<file path="src/hdl/dsal_pkg.sv">
// ----------------------------------------------------------------------------
// dsal_pkg
// Shared types and codes for the security access lockout unit.
// ----------------------------------------------------------------------------
package dsal_pkg;

   // response status codes
   localparam logic [2:0] ST_OK       = 3'd0;
   localparam logic [2:0] ST_LENGTH   = 3'd1;
   localparam logic [2:0] ST_DELAY    = 3'd2;
   localparam logic [2:0] ST_COND     = 3'd3;
   localparam logic [2:0] ST_SEQ      = 3'd4;
   localparam logic [2:0] ST_EXCEEDED = 3'd5;
   localparam logic [2:0] ST_BADKEY   = 3'd6;
   localparam logic [2:0] ST_HANDLER  = 3'd7;

   // key verifier verdicts
   localparam logic [1:0] KEY_ACCEPTED = 2'd0;
   localparam logic [1:0] KEY_REJ_CODE = 2'd2;

   // csr register indexes
   localparam logic [2:0] CSR_SEED_SOURCE = 3'd0;
   localparam logic [2:0] CSR_KEY_CHECKER = 3'd1;
   localparam logic [2:0] CSR_ATT_LIMIT   = 3'd2;
   localparam logic [2:0] CSR_LOCKOUT_MS  = 3'd3;
   localparam logic [2:0] CSR_PERSIST     = 3'd4;

   localparam logic [6:0]  SUB_MASK         = 7'h7F;
   localparam logic [7:0]  DEFAULT_ATTEMPTS = 8'd3;
   localparam logic [31:0] DEFAULT_LOCKOUT  = 32'd10000;
   localparam logic [7:0]  ATTEMPTS_MAX     = 8'd255;
   localparam logic [11:0] MIN_REQ_LENGTH   = 12'd2;
   localparam logic [11:0] RSP_HDR_LENGTH   = 12'd2;

   typedef struct packed {
      logic        seed_source_present;
      logic        key_checker_present;
      logic [7:0]  attempt_limit;
      logic [31:0] lockout_ms;
      logic        persist_enable;
   } cfg_type;

   typedef struct packed {
      logic [11:0] request_length;
      logic [7:0]  subfunction_byte;
      logic [31:0] now_ms;
      logic        seed_failed;
      logic [7:0]  seed_error_code;
      logic [11:0] seed_length;
      logic [1:0]  key_verdict;
      logic [7:0]  key_error_code;
      logic [7:0]  active_session;
   } item_type;

   typedef struct packed {
      logic [2:0]  status;
      logic [7:0]  handler_code;
      logic [11:0] response_length;
      logic [7:0]  echo_subfunction;
      logic [6:0]  unlocked_level;
      logic        save_request;
      logic [7:0]  saved_session;
   } result_type;

   typedef struct packed {
      logic [31:0] lockout_deadline;
      logic [7:0]  failed_attempts;
      logic [6:0]  armed_level;
      logic [6:0]  current_level;
   } state_type;

endpackage

</file>
<file path="src/hdl/diag_security_access_lockout_unit.sv">
// An accepted item is held in the input register, and its decided result in the result register.
// Throughput: one item per cycle while the response is not stalled; the decision logic sits between the two registers.
// The input register keeps taking items while a result waits, until both are full.
// Reset (synchronous, active high) clears lockout, attempts, armed and unlocked levels,
// empties both registers and restores the register defaults 1, 1, 0, 0, 0.
// ----------------------------------------------------------------------------
// diag_security_access_lockout_unit
// Security access controller: seed/key sequencing with attempt lockout.
// ----------------------------------------------------------------------------
module diag_security_access_lockout_unit (
   input  logic        clock,
   input  logic        reset,
   input  logic        req_valid,
   output logic        req_ready,
   input  logic [11:0] req_request_length,
   input  logic [7:0]  req_subfunction_byte,
   input  logic [31:0] req_now_ms,
   input  logic        req_seed_failed,
   input  logic [7:0]  req_seed_error_code,
   input  logic [11:0] req_seed_length,
   input  logic [1:0]  req_key_verdict,
   input  logic [7:0]  req_key_error_code,
   input  logic [7:0]  req_active_session,
   output logic        rsp_valid,
   input  logic        rsp_ready,
   output logic [2:0]  rsp_status,
   output logic [7:0]  rsp_handler_code,
   output logic [11:0] rsp_response_length,
   output logic [7:0]  rsp_echo_subfunction,
   output logic [6:0]  rsp_unlocked_level,
   output logic        rsp_save_request,
   output logic [7:0]  rsp_saved_session,
   input  logic        csr_we,
   input  logic [2:0]  csr_index,
   input  logic [31:0] csr_wdata
);
   import dsal_pkg::*;

   cfg_type    cfg_ff, cfg_in;
   state_type  state_ff, state_nxt;
   item_type   item_ff, item_in;
   result_type result_ff, result_nxt;
   logic       in_valid_ff, in_valid_in;
   logic       out_valid_ff, out_valid_in;
   logic       advance;

   assign advance   = in_valid_ff && (!out_valid_ff || rsp_ready);
   assign req_ready = !in_valid_ff || advance;

   always_comb begin
      item_in.request_length   = req_request_length;
      item_in.subfunction_byte = req_subfunction_byte;
      item_in.now_ms           = req_now_ms;
      item_in.seed_failed      = req_seed_failed;
      item_in.seed_error_code  = req_seed_error_code;
      item_in.seed_length      = req_seed_length;
      item_in.key_verdict      = req_key_verdict;
      item_in.key_error_code   = req_key_error_code;
      item_in.active_session   = req_active_session;
   end

   always_comb begin
      in_valid_in = in_valid_ff;
      if (req_valid && req_ready) begin
         in_valid_in = 1'b1;
      end else if (advance) begin
         in_valid_in = 1'b0;
      end
      out_valid_in = out_valid_ff;
      if (advance) begin
         out_valid_in = 1'b1;
      end else if (rsp_ready) begin
         out_valid_in = 1'b0;
      end
   end

   always_comb begin
      cfg_in = cfg_ff;
      if (csr_we) begin
         case (csr_index)
            CSR_SEED_SOURCE: cfg_in.seed_source_present = csr_wdata[0];
            CSR_KEY_CHECKER: cfg_in.key_checker_present = csr_wdata[0];
            CSR_ATT_LIMIT:   cfg_in.attempt_limit       = csr_wdata[7:0];
            CSR_LOCKOUT_MS:  cfg_in.lockout_ms          = csr_wdata;
            CSR_PERSIST:     cfg_in.persist_enable      = csr_wdata[0];
            default:         cfg_in = cfg_ff;
         endcase
      end
   end

   dsal_eval u_eval (
      .cfg       (cfg_ff),
      .state_cur (state_ff),
      .item      (item_ff),
      .state_nxt (state_nxt),
      .result    (result_nxt)
   );

   always_ff @(posedge clock) begin
      if (reset) begin
         in_valid_ff  <= 1'b0;
         out_valid_ff <= 1'b0;
         state_ff     <= '0;
         cfg_ff.seed_source_present <= 1'b1;
         cfg_ff.key_checker_present <= 1'b1;
         cfg_ff.attempt_limit       <= 8'd0;
         cfg_ff.lockout_ms          <= 32'd0;
         cfg_ff.persist_enable      <= 1'b0;
      end else begin
         in_valid_ff  <= in_valid_in;
         out_valid_ff <= out_valid_in;
         cfg_ff       <= cfg_in;
         if (advance) begin
            state_ff <= state_nxt;
         end
      end
   end

   // payload registers
   always_ff @(posedge clock) begin
      if (req_valid && req_ready) begin
         item_ff <= item_in;
      end
      if (advance) begin
         result_ff <= result_nxt;
      end
   end

   assign rsp_valid            = out_valid_ff;
   assign rsp_status           = result_ff.status;
   assign rsp_handler_code     = result_ff.handler_code;
   assign rsp_response_length  = result_ff.response_length;
   assign rsp_echo_subfunction = result_ff.echo_subfunction;
   assign rsp_unlocked_level   = result_ff.unlocked_level;
   assign rsp_save_request     = result_ff.save_request;
   assign rsp_saved_session    = result_ff.saved_session;

endmodule

</file>
<file path="src/hdl/dsal_eval.sv">
// ----------------------------------------------------------------------------
// dsal_eval
// Decision logic for one security access request: length and lockout
// checks, seed arming, key sequencing and attempt counting.
// ----------------------------------------------------------------------------
module dsal_eval (
   input  dsal_pkg::cfg_type    cfg,
   input  dsal_pkg::state_type  state_cur,
   input  dsal_pkg::item_type   item,
   output dsal_pkg::state_type  state_nxt,
   output dsal_pkg::result_type result
);
   import dsal_pkg::*;

   logic [6:0]  sub;
   logic [6:0]  arm_level;
   logic [6:0]  key_level;
   logic [7:0]  limit;
   logic [31:0] lock_len;
   logic [7:0]  attempts_inc;
   logic        locked_out;
   logic [2:0]  status;
   logic [7:0]  code;
   logic [11:0] resp_len;
   logic        save;

   assign sub          = item.subfunction_byte[6:0] & SUB_MASK;
   assign arm_level    = {1'b0, sub[6:1]} + 7'd1;
   assign key_level    = {1'b0, sub[6:1]};
   assign limit        = (cfg.attempt_limit != 8'd0) ? cfg.attempt_limit : DEFAULT_ATTEMPTS;
   assign lock_len     = (cfg.lockout_ms != 32'd0) ? cfg.lockout_ms : DEFAULT_LOCKOUT;
   assign attempts_inc = (state_cur.failed_attempts < ATTEMPTS_MAX) ?
                         state_cur.failed_attempts + 8'd1 : state_cur.failed_attempts;
   assign locked_out   = (state_cur.lockout_deadline != 32'd0) &&
                         (item.now_ms < state_cur.lockout_deadline);

   always_comb begin
      state_nxt = state_cur;
      status    = ST_OK;
      code      = 8'd0;
      resp_len  = 12'd0;
      save      = 1'b0;
      if (item.request_length < MIN_REQ_LENGTH) begin
         status = ST_LENGTH;
      end else if (locked_out) begin
         status = ST_DELAY;
      end else begin
         state_nxt.lockout_deadline = 32'd0;
         if (sub[0]) begin
            // seed request
            if (!cfg.seed_source_present) begin
               status = ST_COND;
            end else if (item.seed_failed) begin
               status = ST_HANDLER;
               code   = item.seed_error_code;
            end else begin
               state_nxt.armed_level = arm_level;
               resp_len              = item.seed_length + RSP_HDR_LENGTH;
            end
         end else begin
            // key send, must match the armed level
            if (!cfg.key_checker_present) begin
               status = ST_COND;
            end else if (state_cur.armed_level == 7'd0 ||
                         state_cur.armed_level != key_level) begin
               status = ST_SEQ;
            end else if (item.key_verdict == KEY_ACCEPTED) begin
               state_nxt.failed_attempts = 8'd0;
               state_nxt.armed_level     = 7'd0;
               state_nxt.current_level   = key_level;
               save                      = cfg.persist_enable;
               resp_len                  = RSP_HDR_LENGTH;
            end else begin
               state_nxt.failed_attempts = attempts_inc;
               if (attempts_inc >= limit) begin
                  state_nxt.lockout_deadline = item.now_ms + lock_len;
                  status                     = ST_EXCEEDED;
               end else if (item.key_verdict == KEY_REJ_CODE) begin
                  status = ST_HANDLER;
                  code   = item.key_error_code;
               end else begin
                  status = ST_BADKEY;
               end
            end
         end
      end
   end

   always_comb begin
      result.status           = status;
      result.handler_code     = code;
      result.response_length  = resp_len;
      result.echo_subfunction = (status == ST_OK) ? item.subfunction_byte : 8'd0;
      result.unlocked_level   = state_nxt.current_level;
      result.save_request     = save;
      result.saved_session    = save ? item.active_session : 8'd0;
   end

endmodule

</file>
<file path="config.mk">
export PLATFORM = sky130hd
export DESIGN_NAME = diag_security_access_lockout_unit
export DESIGN_NICKNAME = d
export VERILOG_FILES = /design/src/hdl/dsal_pkg.sv /design/src/hdl/diag_security_access_lockout_unit.sv /design/src/hdl/dsal_eval.sv
export SDC_FILE = /design/constraint.sdc
export NUM_CORES = 1
export LEC_CHECK = 0
export CELL_PAD_IN_SITES_DETAIL_PLACEMENT = 1
export CELL_PAD_IN_SITES_GLOBAL_PLACEMENT = 1
export CORE_MARGIN = 5
export CORE_UTILIZATION = 45
export DETAILED_ROUTE_END_ITERATION = 8
export DONT_BUFFER_PORTS = 1
export PLACE_DENSITY_LB_ADDON = 0.1
export RECOVER_POWER = 25
export SETUP_SLACK_MARGIN = 0.3
export SLEW_MARGIN = 15
export SYNTH_ARGS = -nofsm -noshare
export SYNTH_HDL_FRONTEND = slang
export SYNTH_SLANG_ARGS = --single-unit
</file>
<file path="constraint.sdc">
create_clock -name clock -period 3.4 [get_ports clock]
set_clock_uncertainty 0.1 [all_clocks]
set_input_delay 0.68 -clock clock [delete_from_list [all_inputs] [get_ports clock]]
set_output_delay 0.68 -clock clock [all_outputs]
set_load 0.05 [all_outputs]
</file>
After elaboration in Yosys (flattened, before gate mapping):

Index checks and enable logic that the tools add are counted.

* word-level logic and storage cells: 126
* input bits: 131
* bits in registers: 237

* bitwise gates (word level): 4
* add/subtract/negate cells: 4
* reduce and logical (&&, ||, !) cells: 28
* mux-type cells: 50
* magnitude comparators: 4
* eq/ne operators: 9

Operators by type and width (count)
* 2-to-1 mux 54 bit: 2
* 2-to-1 mux 32 bit: 3
* 2-to-1 mux 8 bit: 11
* nonzero test 32 bit: 2
* 2-to-1 mux 12 bit: 5
* 2-to-1 mux 7 bit: 6
* 2-to-1 mux 40 bit: 1
* adder 32 bit: 1
* < comparator 32 bit: 1
* 2-to-1 mux 3 bit: 8
* 2-to-1 mux 14 bit: 1
* adder 12 x 2 -> 12 bit (second input constant): 1
* < comparator 12 x 2 -> 1 bit (second input constant): 1
* 2-to-1 mux 1 bit: 11
* AND reduction 2 bit: 5
* adder 8 x 1 -> 8 bit (second input constant): 1
* >= comparator 8 bit: 1
* < comparator 8 bit (second input constant): 1
* AND reduction 8 bit: 1
* nonzero test 2 bit: 4
* nonzero test 8 bit: 1
* adder 6 x 1 -> 7 bit (second input constant): 1
* zero test 7 bit: 1
* inequality test 7 x 6 -> 1 bit: 1
* 15 further kinds: 28

Logic depth before layout (Yosys ltp):

* word-level depth: 11
* mapped depth: 14

Modules after synthesis:

A second synthesis with hierarchy kept.

* cell total of the unflattened synthesis: 1286
* area, all modules: 13028.7 um^2

Modules (own cells, without submodules)
* diag_security_access_lockout_unit: seq. area each 6125.9 um^2, area each 8277.9 um^2, cells each 563, times used 1
* dsal_eval: seq. area each 0.0 um^2, area each 4750.8 um^2, cells each 723, times used 1

Worst setup path before layout:

OpenSTA, ideal clock, no wires.

* path kind: in2reg
* from: in rsp_ready
* to: reg item_ff[0] (netlist bit), enable pin
* library setup time: 458 ps
* arrival: 3276 ps
* cell stages on the path: 3
* buffers on the path: 0
* setup slack: -434 ps
* path through: nor2b_1 nand2_1 and2_1

* cells in the longest elaborated chain, start to end: 4

Ends and longest elaborated chain
* start, declared: line diag_security_access_lockout_unit.sv:25 `input logic rsp_ready,`
* logical OR 1 bit: line diag_security_access_lockout_unit.sv:47 `assign advance = in_valid_ff && (!out_valid_ff || rsp_ready);`
* logical AND 1 bit: line diag_security_access_lockout_unit.sv:47
* logical OR 1 bit: line diag_security_access_lockout_unit.sv:48 `assign req_ready = !in_valid_ff || advance;`
* named net req_ready: line diag_security_access_lockout_unit.sv:14 `output logic req_ready,`
* logical AND 1 bit: line diag_security_access_lockout_unit.sv:121 `if (req_valid && req_ready) begin`
* end signal, assigned: line diag_security_access_lockout_unit.sv:122 `item_ff <= item_in;`
* end, declared: line diag_security_access_lockout_unit.sv:41 `item_type item_ff, item_in;`

The timed path passes the listed nets, and every way through them passes these cells.
A chain may end at the register's enable or synchronous reset.

Final worst setup path:

* from: reg cfg_ff[24] (netlist bit)
* to: reg state_ff[51] (netlist bit)

* cells in the longest elaborated chain, start to end: 8

Ends and longest elaborated chain
* start, declared: line diag_security_access_lockout_unit.sv:39 `cfg_type cfg_ff, cfg_in;`
* start signal, assigned: line diag_security_access_lockout_unit.sv:112 `cfg_ff <= cfg_in;`
* nonzero test 32 bit: line dsal_eval.sv:31 `assign lock_len = (cfg.lockout_ms != 32'd0) ? cfg.lockout_ms : DEFAULT_LOCKOUT;`
* 2-to-1 mux 32 bit (*): line dsal_eval.sv:31
* adder 32 bit (*): line dsal_eval.sv:76 `state_nxt.lockout_deadline = item.now_ms + lock_len;`
* 2-to-1 mux 32 bit (*): line dsal_eval.sv:75 `if (attempts_inc >= limit) begin`
* 2-to-1 mux 32 bit (*): line dsal_eval.sv:67 `end else if (item.key_verdict == KEY_ACCEPTED) begin`
* 2-to-1 mux 54 bit (*): line dsal_eval.sv:64 `end else if (state_cur.armed_level == 7'd0 ||`
* 2-to-1 mux 54 bit (*): line dsal_eval.sv:62 `if (!cfg.key_checker_present) begin`
* 2-to-1 mux 40 bit (*): line dsal_eval.sv:49 `if (sub[0]) begin`
* end signal, assigned: line diag_security_access_lockout_unit.sv:114 `state_ff <= state_nxt;`
* end, declared: line diag_security_access_lockout_unit.sv:40 `state_type state_ff, state_nxt;`

Every way passes the cells marked *; elsewhere a longest branch is shown, timed or not. The select of a mux whose other input is x is not followed.

==> key figures <==
Placed design
  • IO Port Bufs: 0
  • GPL Wtd Cong: ~0.85
  • DP HPWL: roughly 24 mm

Logic synthesis
  • Top cells by area, synth: sky130_fd_sc_hd__edfxtp_1, sky130_fd_sc_hd__dfxtp_1, sky130_fd_sc_hd__ha_1
  • Sequential-to-total area share from yosys stat: around half
  • Distinct cell type count after synthesis: 64
  • Count of state elements after synthesis: 236
  • Synth Cell Area: 11800 um^2
  • FFs w/ async S/R, synth: 0%
  • Nets in the synthesized netlist: 1364
  • Average cell area after synthesis: 10.2 um^2
  • Post-synthesis cell count: approximately 1200
  • Most used flip-flop cell after synthesis: sky130_fd_sc_hd__edfxtp_1
  • Top cell type's share of synthesized area: a little over a third
  • Syn. warnings: 0
  • Count of flip-flops with a built-in enable after synthesis: 137
  • Library cell with the largest summed area after synthesis: sky130_fd_sc_hd__edfxtp_1

Worst setup path
  • Beginning of the critical path: cfg_ff[24]
  • Startpoint type of the worst setup path: flop
  • Max Fanout on Critical Path: 4
  • Slack of the worst reg-to-reg path: 20 ps
  • Setup CP Type: reg2reg
  • Arrival @ worst endpoint: 3700 ps
  • Kind of capture point of the worst setup path: flop
  • Required arrival time at the worst endpoint: 3720 ps
  • R2R Path Start: cfg_ff[24]

Power
  • Sw Pwr: 1.76 mW
  • Clock share of power: 42.2%
  • Proportion of total power due to net switching: 24.9%
  • Total Power: roughly 7.1 mW
  • Power Density: 491 nW/um^2
  • Sequential group share of total power: 46.8%
  • Proportion of power drawn by combinational gates: 11.0%
  • Int Pwr: between 5 and 6 mW
  • Leakage power total: about 5.4 nW
  • IR Drop Worst-Case VDD: roughly 0.52 mV

STA
  • Setup repair after global routing missed its margin: yes
  • Remaining max-slew budget at the tightest pin: 38.7%
  • Ratio of final minimum period to clock period: 99.3%
  • Final hold violation count: 0
  • Worst Tran Pin Value: 920 ps
  • Max-slew violation count: 0
  • Achievable frequency: roughly 300 MHz
  • Final Critical Period: 3380 ps
  • Setup violations, final: 0

Global route
  • Initial antenna violation count: 1
  • Global-route wire length before repair: 53.3 mm
  • Largest net degree at the start of global routing: 84
  • GR Util All Layers: 22.5%
  • Total global routing overflow: 0
  • Via count of the first global-routing pass: just under 10000

Worst hold path
  • HP Start: reset
  • Path type of the worst min-delay path: in2reg

Floorplanning
  • Area of the placeable core: ~26000 um^2
  • Die X: 172 um
  • Initial Util: 45.6%
  • Ports: 180
  • FP Rows: 59
  • Die Ht: 172 um
  • Die Outline Area: 29600 um^2

Drt
  • Drc violations: 0
  • Via count normalized by instance count: 5.87
  • Number of violations reported at the end of detailed-routing iteration 0: 493
  • Vias after detailed routing: 9269
  • ANT nets after route: 0
  • WL final: about 35 mm
  • DR WL/cell: 22.3 um
  • Initial DRT Pass Iterations: 4

Outcome
  • Run status: completed

CTS
  • Root Driver: sky130_fd_sc_hd__clkbuf_16
  • Number of clock buffers inserted by TritonCTS: 27
  • Reg clk slew, reported paths: 60 ps
  • TritonCTS sink count: about 240
  • TritonCTS clock tree: yes
  • Clock H-tree levels: 1
  • Cts-stage hold buffer count: 0
  • Clk_lat worst skew: 550 ps
  • Clock Path Buffers: 3

Final layout
  • Total number of nets in the final design: 1430
  • Layout cell share with drive strength beyond 1: approximately 22%
  • Synth-to-Final Area Change: 22.0%
  • Utilization after layout: 55.6%

Run
  • Max Cap Viol: 0
[cells in the mapped netlist, types with 3 or more instances]
library cell,n
sky130_fd_sc_hd__nand2_1,101
sky130_fd_sc_hd__nor2_1,75
sky130_fd_sc_hd__a22oi_1,9
sky130_fd_sc_hd__a21boi_0,3
sky130_fd_sc_hd__mux2_2,7
sky130_fd_sc_hd__o31ai_1,23
sky130_fd_sc_hd__inv_1,52
sky130_fd_sc_hd__mux2i_1,9
sky130_fd_sc_hd__a21oi_1,108
sky130_fd_sc_hd__buf_1,4
sky130_fd_sc_hd__dfxtp_1,99
sky130_fd_sc_hd__or3_1,5
sky130_fd_sc_hd__or2_2,8
sky130_fd_sc_hd__nand3_1,27
sky130_fd_sc_hd__a21o_1,30
sky130_fd_sc_hd__nand2b_1,5
sky130_fd_sc_hd__nor2b_1,11
sky130_fd_sc_hd__xnor2_1,25
sky130_fd_sc_hd__ha_1,75
sky130_fd_sc_hd__nor3_1,10
sky130_fd_sc_hd__clkbuf_1,71
sky130_fd_sc_hd__or4_1,10
sky130_fd_sc_hd__edfxtp_1,137
sky130_fd_sc_hd__and4_1,4
sky130_fd_sc_hd__xor2_1,23
sky130_fd_sc_hd__o2bb2ai_1,12
sky130_fd_sc_hd__nor4_1,23
sky130_fd_sc_hd__and2_1,12
sky130_fd_sc_hd__and3_1,27
sky130_fd_sc_hd__o211ai_1,11
sky130_fd_sc_hd__o21ai_0,44
sky130_fd_sc_hd__nand4_1,39
sky130_fd_sc_hd__o22ai_1,3
sky130_fd_sc_hd__o21bai_1,4
sky130_fd_sc_hd__a211oi_1,7
sky130_fd_sc_hd__o21a_1,8
[worst paths after layout]
| check | endpoint | cells after the start |
|---|---|---|
| setup / recovery | state_ff[51] | 16 |
| hold / removal | state_ff[21] | 1 |
| setup reg to reg | state_ff[51] | 16 |
| hold reg to reg | cfg_ff[11] | 2 |
[critical path, cell delays in order (launching register included)]
cell and delay, ps:
sky130_fd_sc_hd__dfxtp_2 340, sky130_fd_sc_hd__nor4_4 270, sky130_fd_sc_hd__buf_4 160, sky130_fd_sc_hd__nand4_1 210
sky130_fd_sc_hd__nor2_2 220, sky130_fd_sc_hd__buf_6 130, sky130_fd_sc_hd__or2_4 120, sky130_fd_sc_hd__ha_4 150
sky130_fd_sc_hd__and3_4 210, sky130_fd_sc_hd__nand2b_4 50, sky130_fd_sc_hd__o21ba_4 210, sky130_fd_sc_hd__o211ai_1 450
sky130_fd_sc_hd__buf_4 210, sky130_fd_sc_hd__buf_4 90, sky130_fd_sc_hd__nand4_1 90, sky130_fd_sc_hd__a21boi_2 160
sky130_fd_sc_hd__o31ai_1 70
[per-layer routing]
layer  wire length (um)  share of wire [%]  global-route usage, %  vias up
met1              15700                 45                   30.2     4593
li1                   -                  -                      -     4384
met5                  0                  0                      0        -
met2              16800                 48                   38.3      233
met4                883                2.5                   4.96        0
met3               1870                5.3                   4.16       59
[state kept, by name, indices dropped and copies added (netlist names)]
register              count
state_ff                 54
item_ff                  90
in_valid_ff               1
rsp_unlocked_level        7
rsp_save_request          1
rsp_valid                 1
rsp_handler_code          8
cfg_ff                   43
rsp_status                3
rsp_saved_session         8
rsp_echo_subfunction      8
rsp_response_length      12
[layout make-up]
class	count	area [um^2]
fill	2737	11500
multi-input combinational	791	5760
tap	335	419
timing repair buffer	114	990
antenna	2	5.00
clock inverter	12	171
sequential	236	6120
inverter	53	199
clock buffer	37	733
[timing repair]
action                     in CTS  in global routing
setup buffers                  12                 16
gates cloned                    0                  5
resized for setup              51                 90
setup endpoints to repair      56                 61
pin swaps                      32                 63
[cells in the final DEF (no fill, tap or decap), types with 6 or more instances in the layout]
cell type | Yosys | routed
sky130_fd_sc_hd__o21ai_0 | 44 | 36
sky130_fd_sc_hd__and2_1 | 12 | 11
sky130_fd_sc_hd__nor3_1 | 10 | 9
sky130_fd_sc_hd__nor4_1 | 23 | 21
sky130_fd_sc_hd__clkbuf_1 | 71 | 9
sky130_fd_sc_hd__ha_1 | 75 | 66
sky130_fd_sc_hd__inv_1 | 52 | 51
sky130_fd_sc_hd__edfxtp_1 | 137 | 137
sky130_fd_sc_hd__a22oi_2 | 0 | 8
sky130_fd_sc_hd__o21a_1 | 8 | 8
sky130_fd_sc_hd__nand3_1 | 27 | 24
sky130_fd_sc_hd__a21oi_2 | 0 | 18
sky130_fd_sc_hd__xnor2_1 | 25 | 23
sky130_fd_sc_hd__buf_4 | 0 | 100
sky130_fd_sc_hd__or2_2 | 8 | 6
sky130_fd_sc_hd__clkbuf_16 | 0 | 30
sky130_fd_sc_hd__or4_4 | 0 | 8
sky130_fd_sc_hd__nor2_1 | 75 | 71
sky130_fd_sc_hd__a21oi_1 | 108 | 89
sky130_fd_sc_hd__dfxtp_2 | 0 | 10
sky130_fd_sc_hd__o31ai_1 | 23 | 18
sky130_fd_sc_hd__o2bb2ai_1 | 12 | 12
sky130_fd_sc_hd__a21o_1 | 30 | 29
sky130_fd_sc_hd__o21ai_1 | 1 | 6
sky130_fd_sc_hd__and3_1 | 27 | 22
sky130_fd_sc_hd__nand4_1 | 39 | 39
sky130_fd_sc_hd__nand2_1 | 101 | 98
sky130_fd_sc_hd__nor2b_1 | 11 | 11
sky130_fd_sc_hd__xor2_1 | 23 | 23
sky130_fd_sc_hd__o211ai_1 | 11 | 11
sky130_fd_sc_hd__ha_4 | 0 | 8
sky130_fd_sc_hd__mux2i_1 | 9 | 9
sky130_fd_sc_hd__dfxtp_1 | 99 | 85
sky130_fd_sc_hd__mux2_2 | 7 | 6
[logic make-up (layout without fill, tap and decap cells)]
group	after synthesis	in the layout	synth area share [%]
AO/OA/AOI/OAI	285	285	15.2
AND/OR/NAND/NOR	365	366	15.7
XOR/XNOR	48	48	3.56
multiplexers	16	16	1.43
buffers and inverters	131	216	4.30
other	0	2	0
adder cells (fa/ha/maj)	76	76	8.12
flip-flops	236	236	51.6
[power groups by stage]
| stage | Combinational, mW | Clock (mW) | Sequential (mW) |
|---|---|---|---|
| 2_1_floorplan | 0.438 | 0 | 3.34 |
| 6_report | 0.780 | 2.98 | 3.31 |
| 3_3_place_gp | 0.642 | 0 | 3.36 |
| 5_1_grt | 0.859 | 3.18 | 3.32 |
| 3_5_place_dp | 0.663 | 0 | 3.37 |
| 4_1_cts | 0.731 | 3.04 | 3.31 |
[through the flow]
step | hold slack, ps | area, um^2 | std cells | setup TNS [ps] | worst slack, ps
after CTS | 81.4 | 13800 | 1557 | -62.8 | -30.0
after global routing | 83.4 | 14400 | 1579 | -1010 | -213
after detailed placement | 357 | 12600 | 1496 | -447 | -189
after floorplan | 323 | 11800 | 1157 | 0 | 313
after global placement | 328 | 12600 | 1496 | -138 | -78.4
final | 100 | 14400 | 1580 | 0 | 23.0
No activity file was read; power rests on OpenSTA's default activity.
